### src/rtl/tccs_pkg.sv
// Shared types and constants of the text console with cursor and scroll.
package tccs_pkg;

    // Operation codes carried in the input tuser
    localparam logic [1:0] OP_PUT   = 2'd0;
    localparam logic [1:0] OP_CLEAR = 2'd1;
    localparam logic [1:0] OP_READ  = 2'd2;

    // Control characters and the blank cell
    localparam logic [7:0] CH_NEWLINE   = 8'd10;
    localparam logic [7:0] CH_BACKSPACE = 8'd8;
    localparam logic [7:0] CH_SPACE     = 8'd32;
    localparam logic [7:0] RESET_ATTR   = 8'h07;

    // Configuration register indexes
    localparam logic REG_FOREGROUND = 1'b0;
    localparam logic REG_BACKGROUND = 1'b1;

    // Reset values of the colour registers
    localparam logic [3:0] FOREGROUND_RST = 4'd7;
    localparam logic [3:0] BACKGROUND_RST = 4'd0;

    // One command as taken from the input stream
    typedef struct packed {
        logic [1:0]  opcode;
        logic [7:0]  char_code;
        logic [10:0] cell_index;
    } t_cmd;

    // One result as handed to the output register
    typedef struct packed {
        logic [6:0] cursor_col;
        logic [4:0] cursor_row;
        logic [7:0] read_attr;
        logic [7:0] read_char;
    } t_res;

endpackage

### src/rtl/tccs_seq.sv
// Sequencer: cursor state, per-command store access, scroll/clear sweeps.
module tccs_seq
    import tccs_pkg::*;
#(
    parameter int COLS = 80,
    parameter int ROWS = 25
) (
    input  logic                           i_clk,
    input  logic                           i_rst_n,
    input  logic                           i_cmd_valid,
    input  t_cmd                           i_cmd,
    input  logic [7:0]                     i_attr,
    output logic                           o_ready,
    output logic                           o_res_valid,
    output t_res                           o_res,
    input  logic                           i_res_taken,
    output logic                           o_ram_we,
    output logic [$clog2(COLS*ROWS)-1:0]   o_ram_waddr,
    output logic [15:0]                    o_ram_wdata,
    output logic                           o_ram_re,
    output logic [$clog2(COLS*ROWS)-1:0]   o_ram_raddr,
    input  logic [15:0]                    i_ram_rdata
);

    localparam int CELLS = COLS * ROWS;
    localparam int AW    = $clog2(CELLS);
    localparam int RW    = $clog2(ROWS);
    localparam int CW    = $clog2(COLS + 1);

    localparam logic [31:0] CELLS_W = 32'(CELLS);

    localparam logic [2:0] ST_IDLE   = 3'd0;
    localparam logic [2:0] ST_READ   = 3'd1;
    localparam logic [2:0] ST_SCROLL = 3'd2;
    localparam logic [2:0] ST_CLEAR  = 3'd3;
    localparam logic [2:0] ST_DONE   = 3'd4;

    logic [2:0]    r_state, n_state;
    logic          r_init,  n_init;
    logic [RW-1:0] r_row,   n_row;
    logic [CW-1:0] r_col,   n_col;
    logic [AW-1:0] r_w,     n_w;
    logic          r_pend,  n_pend;
    logic [7:0]    r_ch,    n_ch;
    logic          r_rdok,  n_rdok;
    logic [7:0]    r_rc,    n_rc;
    logic [7:0]    r_ra,    n_ra;

    logic [AW-1:0]    base_addr;
    logic [AW-1:0]    cur_addr;
    logic [AW+10:0]   idx_ext;
    logic [AW-1:0]    idx_addr;
    logic             idx_ok;
    logic             last_row;
    logic             wrap_pend;
    logic [15:0]      blank;
    logic [RW+4:0]    row_ext;
    logic [CW+6:0]    col_ext;

    // Cursor address and read address decoding
    assign base_addr = AW'(r_row) * AW'(COLS);
    assign cur_addr  = base_addr + AW'(r_col);
    assign idx_ext   = {{AW{1'b0}}, i_cmd.cell_index};
    assign idx_addr  = idx_ext[AW-1:0];
    assign idx_ok    = {21'd0, i_cmd.cell_index} < CELLS_W;
    assign last_row  = (r_row == RW'(ROWS - 1));
    assign wrap_pend = (r_col == CW'(COLS));
    assign blank     = {i_attr, CH_SPACE};

    // Next-state logic
    always_comb begin
        n_state     = r_state;
        n_init      = r_init;
        n_row       = r_row;
        n_col       = r_col;
        n_w         = r_w;
        n_pend      = r_pend;
        n_ch        = r_ch;
        n_rdok      = r_rdok;
        n_rc        = r_rc;
        n_ra        = r_ra;
        o_ram_we    = 1'b0;
        o_ram_waddr = cur_addr;
        o_ram_wdata = blank;
        o_ram_re    = 1'b0;
        o_ram_raddr = idx_addr;

        unique case (r_state)
            ST_IDLE: begin
                if (i_cmd_valid) begin
                    n_rc    = 8'd0;
                    n_ra    = 8'd0;
                    n_state = ST_DONE;
                    unique case (i_cmd.opcode)
                        OP_PUT: begin
                            if (i_cmd.char_code == CH_NEWLINE) begin
                                n_col = '0;
                                if (!last_row) begin
                                    n_row = r_row + RW'(1);
                                end else begin
                                    // prefetch the first source cell of the scroll
                                    n_w         = '0;
                                    n_pend      = 1'b0;
                                    o_ram_re    = 1'b1;
                                    o_ram_raddr = AW'(COLS);
                                    n_state     = ST_SCROLL;
                                end
                            end else if (i_cmd.char_code == CH_BACKSPACE) begin
                                // at home nothing happens
                                if (r_col != '0 || r_row != '0) begin
                                    o_ram_we    = 1'b1;
                                    o_ram_waddr = cur_addr - AW'(1);
                                    if (r_col != '0) begin
                                        n_col = r_col - CW'(1);
                                    end else begin
                                        n_col = CW'(COLS - 1);
                                        n_row = r_row - RW'(1);
                                    end
                                end
                            end else begin
                                o_ram_wdata = {i_attr, i_cmd.char_code};
                                if (wrap_pend && last_row) begin
                                    // scroll first, the character lands during the sweep
                                    n_col       = CW'(1);
                                    n_pend      = 1'b1;
                                    n_ch        = i_cmd.char_code;
                                    n_w         = '0;
                                    o_ram_re    = 1'b1;
                                    o_ram_raddr = AW'(COLS);
                                    n_state     = ST_SCROLL;
                                end else if (wrap_pend) begin
                                    // start of next row is base + COLS = cur_addr
                                    o_ram_we = 1'b1;
                                    n_row    = r_row + RW'(1);
                                    n_col    = CW'(1);
                                end else begin
                                    o_ram_we = 1'b1;
                                    n_col    = r_col + CW'(1);
                                end
                            end
                        end
                        OP_CLEAR: begin
                            n_w     = '0;
                            n_row   = '0;
                            n_col   = '0;
                            n_state = ST_CLEAR;
                        end
                        OP_READ: begin
                            o_ram_re = idx_ok;
                            n_rdok   = idx_ok;
                            n_state  = ST_READ;
                        end
                        default: begin
                            n_state = ST_DONE;
                        end
                    endcase
                end
            end

            ST_READ: begin
                n_rc    = r_rdok ? i_ram_rdata[7:0]  : 8'd0;
                n_ra    = r_rdok ? i_ram_rdata[15:8] : 8'd0;
                n_state = ST_DONE;
            end

            ST_SCROLL: begin
                // copy cell w+COLS to w, then blank the bottom row (a pending character goes into its first cell)
                o_ram_we    = 1'b1;
                o_ram_waddr = r_w;
                if (r_w < AW'(CELLS - COLS)) begin
                    o_ram_wdata = i_ram_rdata;
                end else if (r_pend && r_w == AW'(CELLS - COLS)) begin
                    o_ram_wdata = {i_attr, r_ch};
                end else begin
                    o_ram_wdata = blank;
                end
                o_ram_re    = (r_w < AW'(CELLS - COLS - 1));
                o_ram_raddr = r_w + AW'(COLS + 1);
                if (r_w == AW'(CELLS - 1)) begin
                    n_w     = '0;
                    n_state = ST_DONE;
                end else begin
                    n_w = r_w + AW'(1);
                end
            end

            ST_CLEAR: begin
                // after reset the pass writes the reset cell instead
                o_ram_we    = 1'b1;
                o_ram_waddr = r_w;
                o_ram_wdata = r_init ? {RESET_ATTR, CH_SPACE} : blank;
                if (r_w == AW'(CELLS - 1)) begin
                    n_w     = '0;
                    n_init  = 1'b0;
                    n_state = r_init ? ST_IDLE : ST_DONE;
                end else begin
                    n_w = r_w + AW'(1);
                end
            end

            ST_DONE: begin
                if (i_res_taken) begin
                    n_state = ST_IDLE;
                end
            end

            default: begin
                n_state = ST_IDLE;
            end
        endcase
    end

    // Control registers
    always_ff @(posedge i_clk) begin
        if (!i_rst_n) begin
            r_state <= ST_CLEAR;
            r_init  <= 1'b1;
            r_row   <= '0;
            r_col   <= '0;
            r_w     <= '0;
            r_pend  <= 1'b0;
        end else begin
            r_state <= n_state;
            r_init  <= n_init;
            r_row   <= n_row;
            r_col   <= n_col;
            r_w     <= n_w;
            r_pend  <= n_pend;
        end
    end

    // Payload registers
    always_ff @(posedge i_clk) begin
        r_ch   <= n_ch;
        r_rdok <= n_rdok;
        r_rc   <= n_rc;
        r_ra   <= n_ra;
    end

    // Result, cursor fields cut to their port widths
    assign row_ext = {5'd0, r_row};
    assign col_ext = {7'd0, r_col};

    assign o_ready               = (r_state == ST_IDLE);
    assign o_res_valid           = (r_state == ST_DONE);
    assign o_res.read_char       = r_rc;
    assign o_res.read_attr       = r_ra;
    assign o_res.cursor_row      = row_ext[4:0];
    assign o_res.cursor_col      = col_ext[6:0];

endmodule

### config.mk
export PLATFORM = sky130hd
export DESIGN_NAME = tccs_seq
export DESIGN_NICKNAME = d
export VERILOG_FILES = /design/src/rtl/tccs_pkg.sv /design/src/rtl/tccs_seq.sv
export SDC_FILE = /design/constraint.sdc
export NUM_CORES = 1
export LEC_CHECK = 0
export CORE_MARGIN = 10
export CORE_UTILIZATION = 50
export CTS_CLUSTER_SIZE = 12
export DETAILED_ROUTE_END_ITERATION = 8
export DONT_BUFFER_PORTS = 1
export SYNTH_ARGS = -nofsm -noshare
export SYNTH_HDL_FRONTEND = slang
export SYNTH_SLANG_ARGS = --single-unit
### constraint.sdc
create_clock -name i_clk -period 3.71 [get_ports i_clk]
set_input_delay 0.371 -clock i_clk [delete_from_list [all_inputs] [get_ports i_clk]]
set_output_delay 0.371 -clock i_clk [all_outputs]
set_load 0.02 [all_outputs]
# After elaboration in Yosys (flattened, before gate mapping)
# Cells that the tools add are included.
[totals]
ff_bits = 53
output_inout_bits = 70
inputBits = 49
word_cells = 150
[op_classes]
muxes = 78
reduce_logical = 21
n_eq_ne = 27
multipliers = 1
add_sub_neg = 8
n_bitwise = 2
magnitude_cmp = 3
[ops]
columns = ["operator", "count"]
rows = [
  ["2-to-1 mux 11 bit", 17],
  ["case mux 11 bit (2 select lines)", 4],
  ["2-to-1 mux 8 bit", 8],
  ["case mux 16 bit (3 select lines)", 1],
  ["2-to-1 mux 7 bit", 6],
  ["2-to-1 mux 5 bit", 7],
  ["< comparator 11 bit, second input constant", 3],
  ["2-to-1 mux 16 bit", 2],
  ["case mux 8 bit (2 select lines)", 2],
  ["inequality test 4 bit, second input constant", 7],
  ["2-to-1 mux 3 bit", 9],
  ["equality test 11 bit, second input constant", 2],
  ["AND reduction 6 bit", 3],
  ["equality test 8 x 4 -> 1 bit, second input constant", 2],
  ["2-to-1 mux 1 bit", 15],
  ["case mux 3 bit (5 select lines)", 1],
  ["case mux 7 bit (2 select lines)", 1],
  ["adder 11 x 1 -> 11 bit, second input constant", 1],
  ["adder 11 x 7 -> 11 bit", 1],
  ["adder 11 x 7 -> 11 bit, second input constant", 1],
  ["subtractor 11 x 1 -> 11 bit, second input constant", 1],
  ["inequality test 2 bit, second input constant", 5],
  ["case mux 5 bit (2 select lines)", 1],
  ["case mux 3 bit (3 select lines)", 1],
  ["29 further kinds", 39],
]

# Longest topological paths before layout
# Gate-level depths: netlist of run 1.
[logic_depth]
word_depth = 9
depth_mapped = 11
mapped_depth_nobuf = 9

# Least setup slack after synthesis of run 1
# Ideal clock, no wire load.
[synth_timing]
kind = "flip-flop to output port"
startpoint = "reg r_row[2]"
endpoint = "out o_ram_waddr[9]"
setup_slack_ns = 0.632
arrival_ns = 2.707
required_ns = 3.339
path_stages_with_launch = 9
path_buffers = 0
cell_sequence = "dfxtp_1 ha_1 ha_1 xnor2_1 or4b_4 nor4_4 o21ai_2 xor2_1 a221o_1"
[synth_between]
elab_chain_len = 9
word_cells_on_any_way = 11
cone_classes = "add/sub (2); mul (1); mux (6); reduce/logical (2)"
[synth_lines]
columns = ["item", "line_no", "rtl"]
rows = [
  ["from (decl)", "tccs_seq.sv:40", "logic [RW-1:0] r_row, n_row;"],
  ["from (signal assigned)", "tccs_seq.sv:225", "r_row <= n_row;"],
  ["multiplier 5 x 3 -> 7 bit", "tccs_seq.sv:61", "assign base_addr = AW'(r_row) * AW'(COLS);"],
  ["adder 11 x 7 -> 11 bit", "tccs_seq.sv:62", "assign cur_addr = base_addr + AW'(r_col);"],
  ["subtractor 11 x 1 -> 11 bit", "tccs_seq.sv:112", "o_ram_waddr = cur_addr - AW'(1);"],
  ["2-to-1 mux 11 bit", "tccs_seq.sv:110", "if (r_col != '0 || r_row != '0) begin"],
  ["2-to-1 mux 11 bit", "tccs_seq.sv:108", "end else if (i_cmd.char_code == CH_BACKSPACE) begin"],
  ["2-to-1 mux 11 bit", "tccs_seq.sv:96", "if (i_cmd.char_code == CH_NEWLINE) begin"],
  ["2-to-1 mux 11 bit", "tccs_seq.sv:94", "unique case (i_cmd.opcode)"],
  ["2-to-1 mux 11 bit", "tccs_seq.sv:90", "if (i_cmd_valid) begin"],
  ["case mux 11 bit (2 select lines) *", "tccs_seq.sv:88", "unique case (r_state)"],
  ["to (decl)", "tccs_seq.sv:18", "output logic [$clog2(COLS*ROWS)-1:0] o_ram_waddr,"],
]
# Every way passes the cells marked *; elsewhere a longest branch is shown, timed or not.

# Worst setup path after layout of run 1
[layout_timing]
startpoint = "reg r_row[0]"
endpoint = "out o_ram_waddr[9]"
# Same word-level chain as after synthesis.

==> metrics.txt, run 1 <==
Crit path required time=3.34 ns; worst vdd ir=0.163 mV; top_reg_cell synth=dfxtp_1; largest cells by area after synthesis=edfxtp_1 (18%), dfxtp_1 (13%), ha_1 (5.8%); R2R Path End=r_col[5]; number of distinct library cells after synthesis=75; register area share after synthesis=30.6%; first-pass GRT wire length=between 20000 and 25000 um; DRC=0; clock latency on the worst-skew pair=0.32 ns; Root Buffer=clkbuf_8; XOR/XNOR share of the synthesized area=around 4.2%; RSZ-0062 raised after global routing=no; Site Rows=33; number of flops mapped to enable cells by yosys=25; Synth Area in Simple Gates=26.4%; Fillers=approximately 800; I/O Buffers=0; hold_buf cts=0; CP Capture Type=output pin; crit share post-route=93.9%; die width=roughly 110 um; Area Overhead vs Synth=5.84%; Routed Antenna Nets=0; commonest non-fill, non-tap cell in the layout=nor2_1; endpoints failing setup=0; outcome=completed; post-synthesis compound-gate area fraction=23.7%; Resized cells post-CTS=0; gr ovfl total=0; Max clock buf depth=2; initial detailed-routing violation count=291; number of global-route vias before repair=3826; worst hold-check path type=in2reg; # Post-CTS Setup Buffers=0; FF-to-FF path depth=8; Max Cap Viol=0; final hold vios=0; YS warnings=0; layout cells sized above 1=10.7%; Max Clock Skew=0.00877 ns; Max Freq=287 MHz; Hold EP=r_init; Synth async-reset ratio=0%; Die Y=around 110 um; Yosys top cell area share=17.5%; Nets=586; CP max FO=6; FF+latch count, synth=53; Fin Setup TNS=0 ns; largest net degree at the start of global routing=23; DRT Wirelength=13600 um; Core Area=0.00830 mm^2; r2r startpoint=r_col[1]; fin. max-slew vios=0; Leak=1.87 nW; Via density=6.51; WL/cell=approximately 22 um; Clk pin slew, worst setup/hold paths=roughly 0.11 ns; initial core utilization=approximately half; fin cells=621; gr usage total=19.9%; critical path arrival=3.11 ns; Num CTS Buffers=5; die area=0.0127 mm^2; syn_area_per_cell=~8.2 um^2; largest family of logic cells by synthesized area=simple AND/OR/NAND/NOR gates; worst hold stages=1; routability cong.=0.873; diodes inserted=0; Min Clock Period, post-route=~3.5 ns; post-synthesis mux area share=2.19%; initial antenna violation count=0; IO Pins=119; biggest area consumer among synthesized cells=edfxtp_1; DRT Pass-1 Iters=7; fraction of the mapped netlist area in adder cells=6.77%; most frequent cells in the layout=nor2_1 (51), nand2_1 (47), o21ai_0 (40); DP Cell Count=613; mapped cell area=0.00429 mm^2; Setup CP Type=reg2out; post-DP HPWL=~10000 um; Slew headroom=27.1%; Power per Cell Area=229 mW/mm^2; min-delay src=i_rst_n; syn nets=591; CTS H-tree depth=2; vias=between 4000 and 5000; Worst setup SP type=flip-flop; CTS sink cnt=53; cell count after synthesis=520; Slew @ Worst Pin=1.09 ns; CTS tree=built; Reg2Reg Setup Slack=0.77 ns
## critical path: stages, from the launching register on
cell and delay (ns):
dfxtp_1 0.46, ha_1 0.28, ha_1 0.34, xnor2_1 0.33, or4b_4 0.52, nor4_4 0.20, o21ai_2 0.10, xor2_1 0.15
a221o_1 0.42
## layout make-up
| type | instances | area [um^2] | area share, % |
|---|---|---|---|
| tap | 105 | 131 | 2.90 |
| clock buffer | 5 | 68.8 | 1.52 |
| multi-input combinational | 405 | 2720 | 59.9 |
| clock inverter | 3 | 26.3 | 0.579 |
| inverter | 25 | 93.8 | 2.07 |
| sequential | 53 | 1310 | 28.9 |
| timing repair buffer | 25 | 188 | 4.14 |
## flip-flops by register name (all words and copies together) (netlist names), 3 cells and up
name	count
r_ra	8
r_col	7
r_row	5
r_state	3
r_ch	8
r_rc	8
r_w	11
## how the worst max path moves through the flow
stage,from,to,slack [ns],depth (start not counted)
finish,r_row[0],o_ram_waddr[9],0.22,8
CTS,r_col[0],o_ram_waddr[6],0.18,9
global route,r_col[1],o_ram_waddr[6],0.06,9
global placement,r_col[0],o_ram_waddr[6],0.54,9
detailed placement,r_col[0],o_ram_waddr[6],0.55,9
floorplan,r_row[2],o_ram_waddr[9],0.63,8
## where the power goes
group | internal (mW) | switching, mW
Sequential | 0.610 | 0.00459
Combinational | 0.0204 | 0.0377
Clock | 0.138 | 0.228
Total | 0.769 | 0.271
## per-stage QoR
stage	hold WS, ns	cell area (um^2)	util [%]	setup WS (ns)	power (mW)
2_1_floorplan	0.459	4290	-	0.632	0.675
3_3_place_gp	0.439	4440	53.5	0.544	0.686
3_5_place_dp	0.441	4440	53.5	0.554	0.687
4_1_cts	0.104	4530	54.6	0.178	1.05
5_1_grt	0.0986	4540	54.7	0.0594	1.07
6_report	0.114	4540	54.7	0.225	1.04
## synthesized netlist by cell type, drive strengths merged (4+ instances only)
cell type	n
o22a	6
xnor2	7
a21oi	22
nand3	15
nor4b	4
nand3b	5
and3	10
nor4	6
buf	11
o21a	5
o221a	4
a22o	6
mux2i	9
clkbuf	26
dfxtp	28
o21ai	41
or3	4
a31oi	5
nand4	8
and2	20
inv	25
edfxtp	25
xor2	11
o211ai	9
nor2	53
a222oi	7
nor3	16
ha	20
nand2	47
a22oi	9
## cell families after synthesis
kind of cell	Yosys count
buffers and inverters	62
multiplexers	9
AO/OA/AOI/OAI	145
adder cells (fa/ha/maj)	22
AND/OR/NAND/NOR	210
flip-flops	53
XOR/XNOR	19
## routing by layer
layer  share of wire (%)  vias to the layer above  GRT usage (%)
met2                  49                      162           34.5
met4                 1.8                        0           5.75
met1                  42                     1944           23.9
met3                 7.5                       16           4.58
li1                    -                     1919              -
met5                   0                        -              0
(Power assumes the default switching activity.)
==> run 2, diff against run 1 <==
ABC_AREA = 1   (was default)
==> run 2 against run 1 <==
Effect of this change: sequential cell count did not move; sequential power barely moved; critical path depth rose by 4; utilization fell by 2.1 points; clock power fell by 2%; highest routed layer unchanged; die area rose by 7.5%; via count rose by 10%; clock-buffer cell count did not move; worst hold slack improved by 0.0056 ns.
==> metrics.txt, run 2 <==
outcome=completed; largest cells by area after synthesis=edfxtp_1 (16%), nand2_1 (14%), dfxtp_1 (12%); number of distinct library cells after synthesis=47 (-37%); WHS=0.120 ns (+0.00560 ns); CTS H-tree depth=2 (unchanged); worst hold stages=1 (unchanged); syn_area_per_cell=6.82 um^2 (-17%); max reg flops=11 (unchanged); CTS sink cnt=53 (unchanged); r2r startpoint=r_state[1]; Resized cells post-CTS=0 (unchanged); die width=117 um (+3.7%); CTS tree=built; Site Rows=35 (+6.1%); die area=0.0136 mm^2 (+7.5%); Yosys top cell area share=16.1% (-1.5 points); DRT met1 WL=6010 um (+6.1%); Reg2Reg Setup Slack=1.40 ns (+0.63 ns); worst hold-check path type=in2reg; first-pass GRT wire length=21300 um (+1.4%); Slew headroom=47.0% (+20 points); Power per Cell Area=217 mW/mm^2 (-5.2%); register area share after synthesis=28.0% (-2.6 points); min-delay src=i_rst_n; cell count after synthesis=686 (+32%); Nets=749 (+28%); Setup CP Type=reg2out; commonest non-fill, non-tap cell in the layout=nand2_1; Fin Setup TNS=0 ns (unchanged); Routed Antenna Nets=0 (unchanged); largest net degree at the start of global routing=20 (-13%); Via density=5.64 (-13%); Root Buffer=clkbuf_8; Leak=2.19 nW (+17%); diodes inserted=0 (unchanged); crit share post-route=88.8% (-5.2 points); Max Clock Skew=0.00779 ns (-0.000974 ns); fin. max-slew vios=0 (unchanged); clock latency on the worst-skew pair=0.32 ns (about the same); DRC=0 (unchanged); top-count cell post-synth=nand2_1; Max clock buf depth=2 (unchanged); final instance area=0.00481 mm^2 (+6.0%); gr ovfl total=0 (unchanged); initial antenna violation count=0 (unchanged); highest metal used=met4; IO Pins=119 (unchanged); Synth async-reset ratio=0% (unchanged); FF+latch count, synth=53 (unchanged); number of global-route vias before repair=4083 (+6.7%); most frequent cells in the layout=nand2_1 (171), nand3_1 (84), inv_1 (81); Worst setup SP type=flip-flop; post-DP HPWL=10800 um (+6.0%); DRT Pass-1 Iters=5 (-2); Min Clock Period, post-route=3.29 ns (-0.192 ns); Post-Place Worst Slack=0.783 ns (+0.229 ns); RSZ-0062 raised after global routing=no; final hold vios=0 (unchanged); I/O Buffers=0 (unchanged); met3 WL=1110 um (+8.8%); initial detailed-routing violation count=344 (+18%); gr usage total=19.4% (-0.51 points); Core Area=0.00915 mm^2 (+10%); layout cells sized above 1=10.8% (+0.092 points); R2R Path End=r_w[2]; WL/cell=17.4 um (-21%); number of flops mapped to enable cells by yosys=25 (unchanged); endpoints failing setup=0 (unchanged); biggest area consumer among synthesized cells=edfxtp_1; mapped cell area=0.00468 mm^2 (+9.1%); worst vdd ir=0.165 mV (+1.1%); syn nets=757 (+28%); YS warnings=0 (unchanged); Num CTS Buffers=5 (unchanged); vias=4458 (+10%); Die Y=117 um (+3.7%); Clk pin slew, worst setup/hold paths=0.11 ns (about the same); initial core utilization=51.1% (-0.55 points); setup ws final=0.417 ns (+0.192 ns); CP max FO=10 (+4); Max Freq=304 MHz (+5.8%); hold_buf cts=0 (unchanged); commonest cells in the synthesized netlist=nand2_1 (171), nand3_1 (84), inv_1 (81); Hold EP=r_init; Biggest register=r_w; Slew @ Worst Pin=0.789 ns (-0.300 ns); # Post-CTS Setup Buffers=0 (unchanged); Area Overhead vs Synth=2.84%; Crit path required time=3.34 ns (about the same); FF-to-FF path depth=7 (-1); Area after DPL=0.00471 mm^2 (+6.1%); DRT Wirelength=13700 um (+0.99%); DR WL met2=6490 um (-2.9%); critical path arrival=2.92 ns (-0.19 ns); top_reg_cell synth=dfxtp_1; Max Cap Viol=0 (unchanged); Design Power=1.04 mW (+0.49%); routability cong.=0.897 (+2.8%); CP Capture Type=output pin
run 2: cell types whose count changed in the layout (fill, tap and decap cells not counted), sizes merged, moves of 9 or more:
cell	delta
a21oi	+9
and2	-20
and3	-9
buf	-20
inv	+70
mux2i	-9
nand2	+139
nand3	+72
nand4	+11
nor2	+32
nor3	-9
run 2: critical path, cell delays in order (launching register included):
cell and delay (ns):
dfxtp_1 0.68, ha_1 0.36, fa_1 0.56, nand2_1 0.07
inv_1 0.11, nand2_1 0.08, nand2_1 0.09, inv_1 0.07
nor2_1 0.14, nand3_1 0.09, nand2_1 0.07, nand3_1 0.07
nand2_1 0.22
run 2: how the worst max path moves through the flow:
| stage | end | slack [ns] | cells after the start | start |
|---|---|---|---|---|
| after floorplan | o_ram_waddr[10] | 0.94 | 13 | r_row[1] |
| after global placement | o_ram_waddr[10] | 0.83 | 12 | r_row[2] |
| after detailed placement | o_ram_waddr[10] | 0.78 | 12 | r_row[2] |
| after CTS | o_ram_waddr[10] | 0.41 | 12 | r_row[2] |
| after global routing | o_ram_waddr[10] | 0.11 | 12 | r_row[2] |
| final | o_ram_waddr[10] | 0.42 | 12 | r_row[2] |
run 2: area by class of cell:
type,instances,area (um^2)
clock buffers,5,68.8
clock inverters,3,28.8
fillers,948,4340
inverters,96,363
multi-input cells,517,2860
flip-flops and latches,53,1310
well taps,111,139
repair buffers,5,37.5
run 2: logic make-up (layout without fill, tap and decap cells):
kind of cell	after synthesis	in the layout	share of synthesized area (%)
buf+inv	116	109	10.8
compound gates	95	95	12.4
flops	53	53	28.0
simple gates	391	391	40.8
xor+xnor	9	9	1.69
fa+ha+maj	22	22	6.21
run 2: through the flow:
stage	utilization [%]	cells
after floorplan	-	686
after global placement	51.5	782
after detailed placement	51.5	782
after CTS	52.5	790
after global routing	52.5	790
final	52.5	790
run 2: routing by layer:
layer	track usage (%)	vias to the layer above
li1	-	2266
met1	24.5	2033
met2	32.8	150
met3	4.93	9
met4	3.46	0
met5	0	-
run 2: report_power, final:
group / switching [mW] / total (mW) / internal (mW)
Clock: 0.219 / 0.360 / 0.142
Combinational: 0.0495 / 0.0678 / 0.0182
Sequential: 0.00598 / 0.616 / 0.610
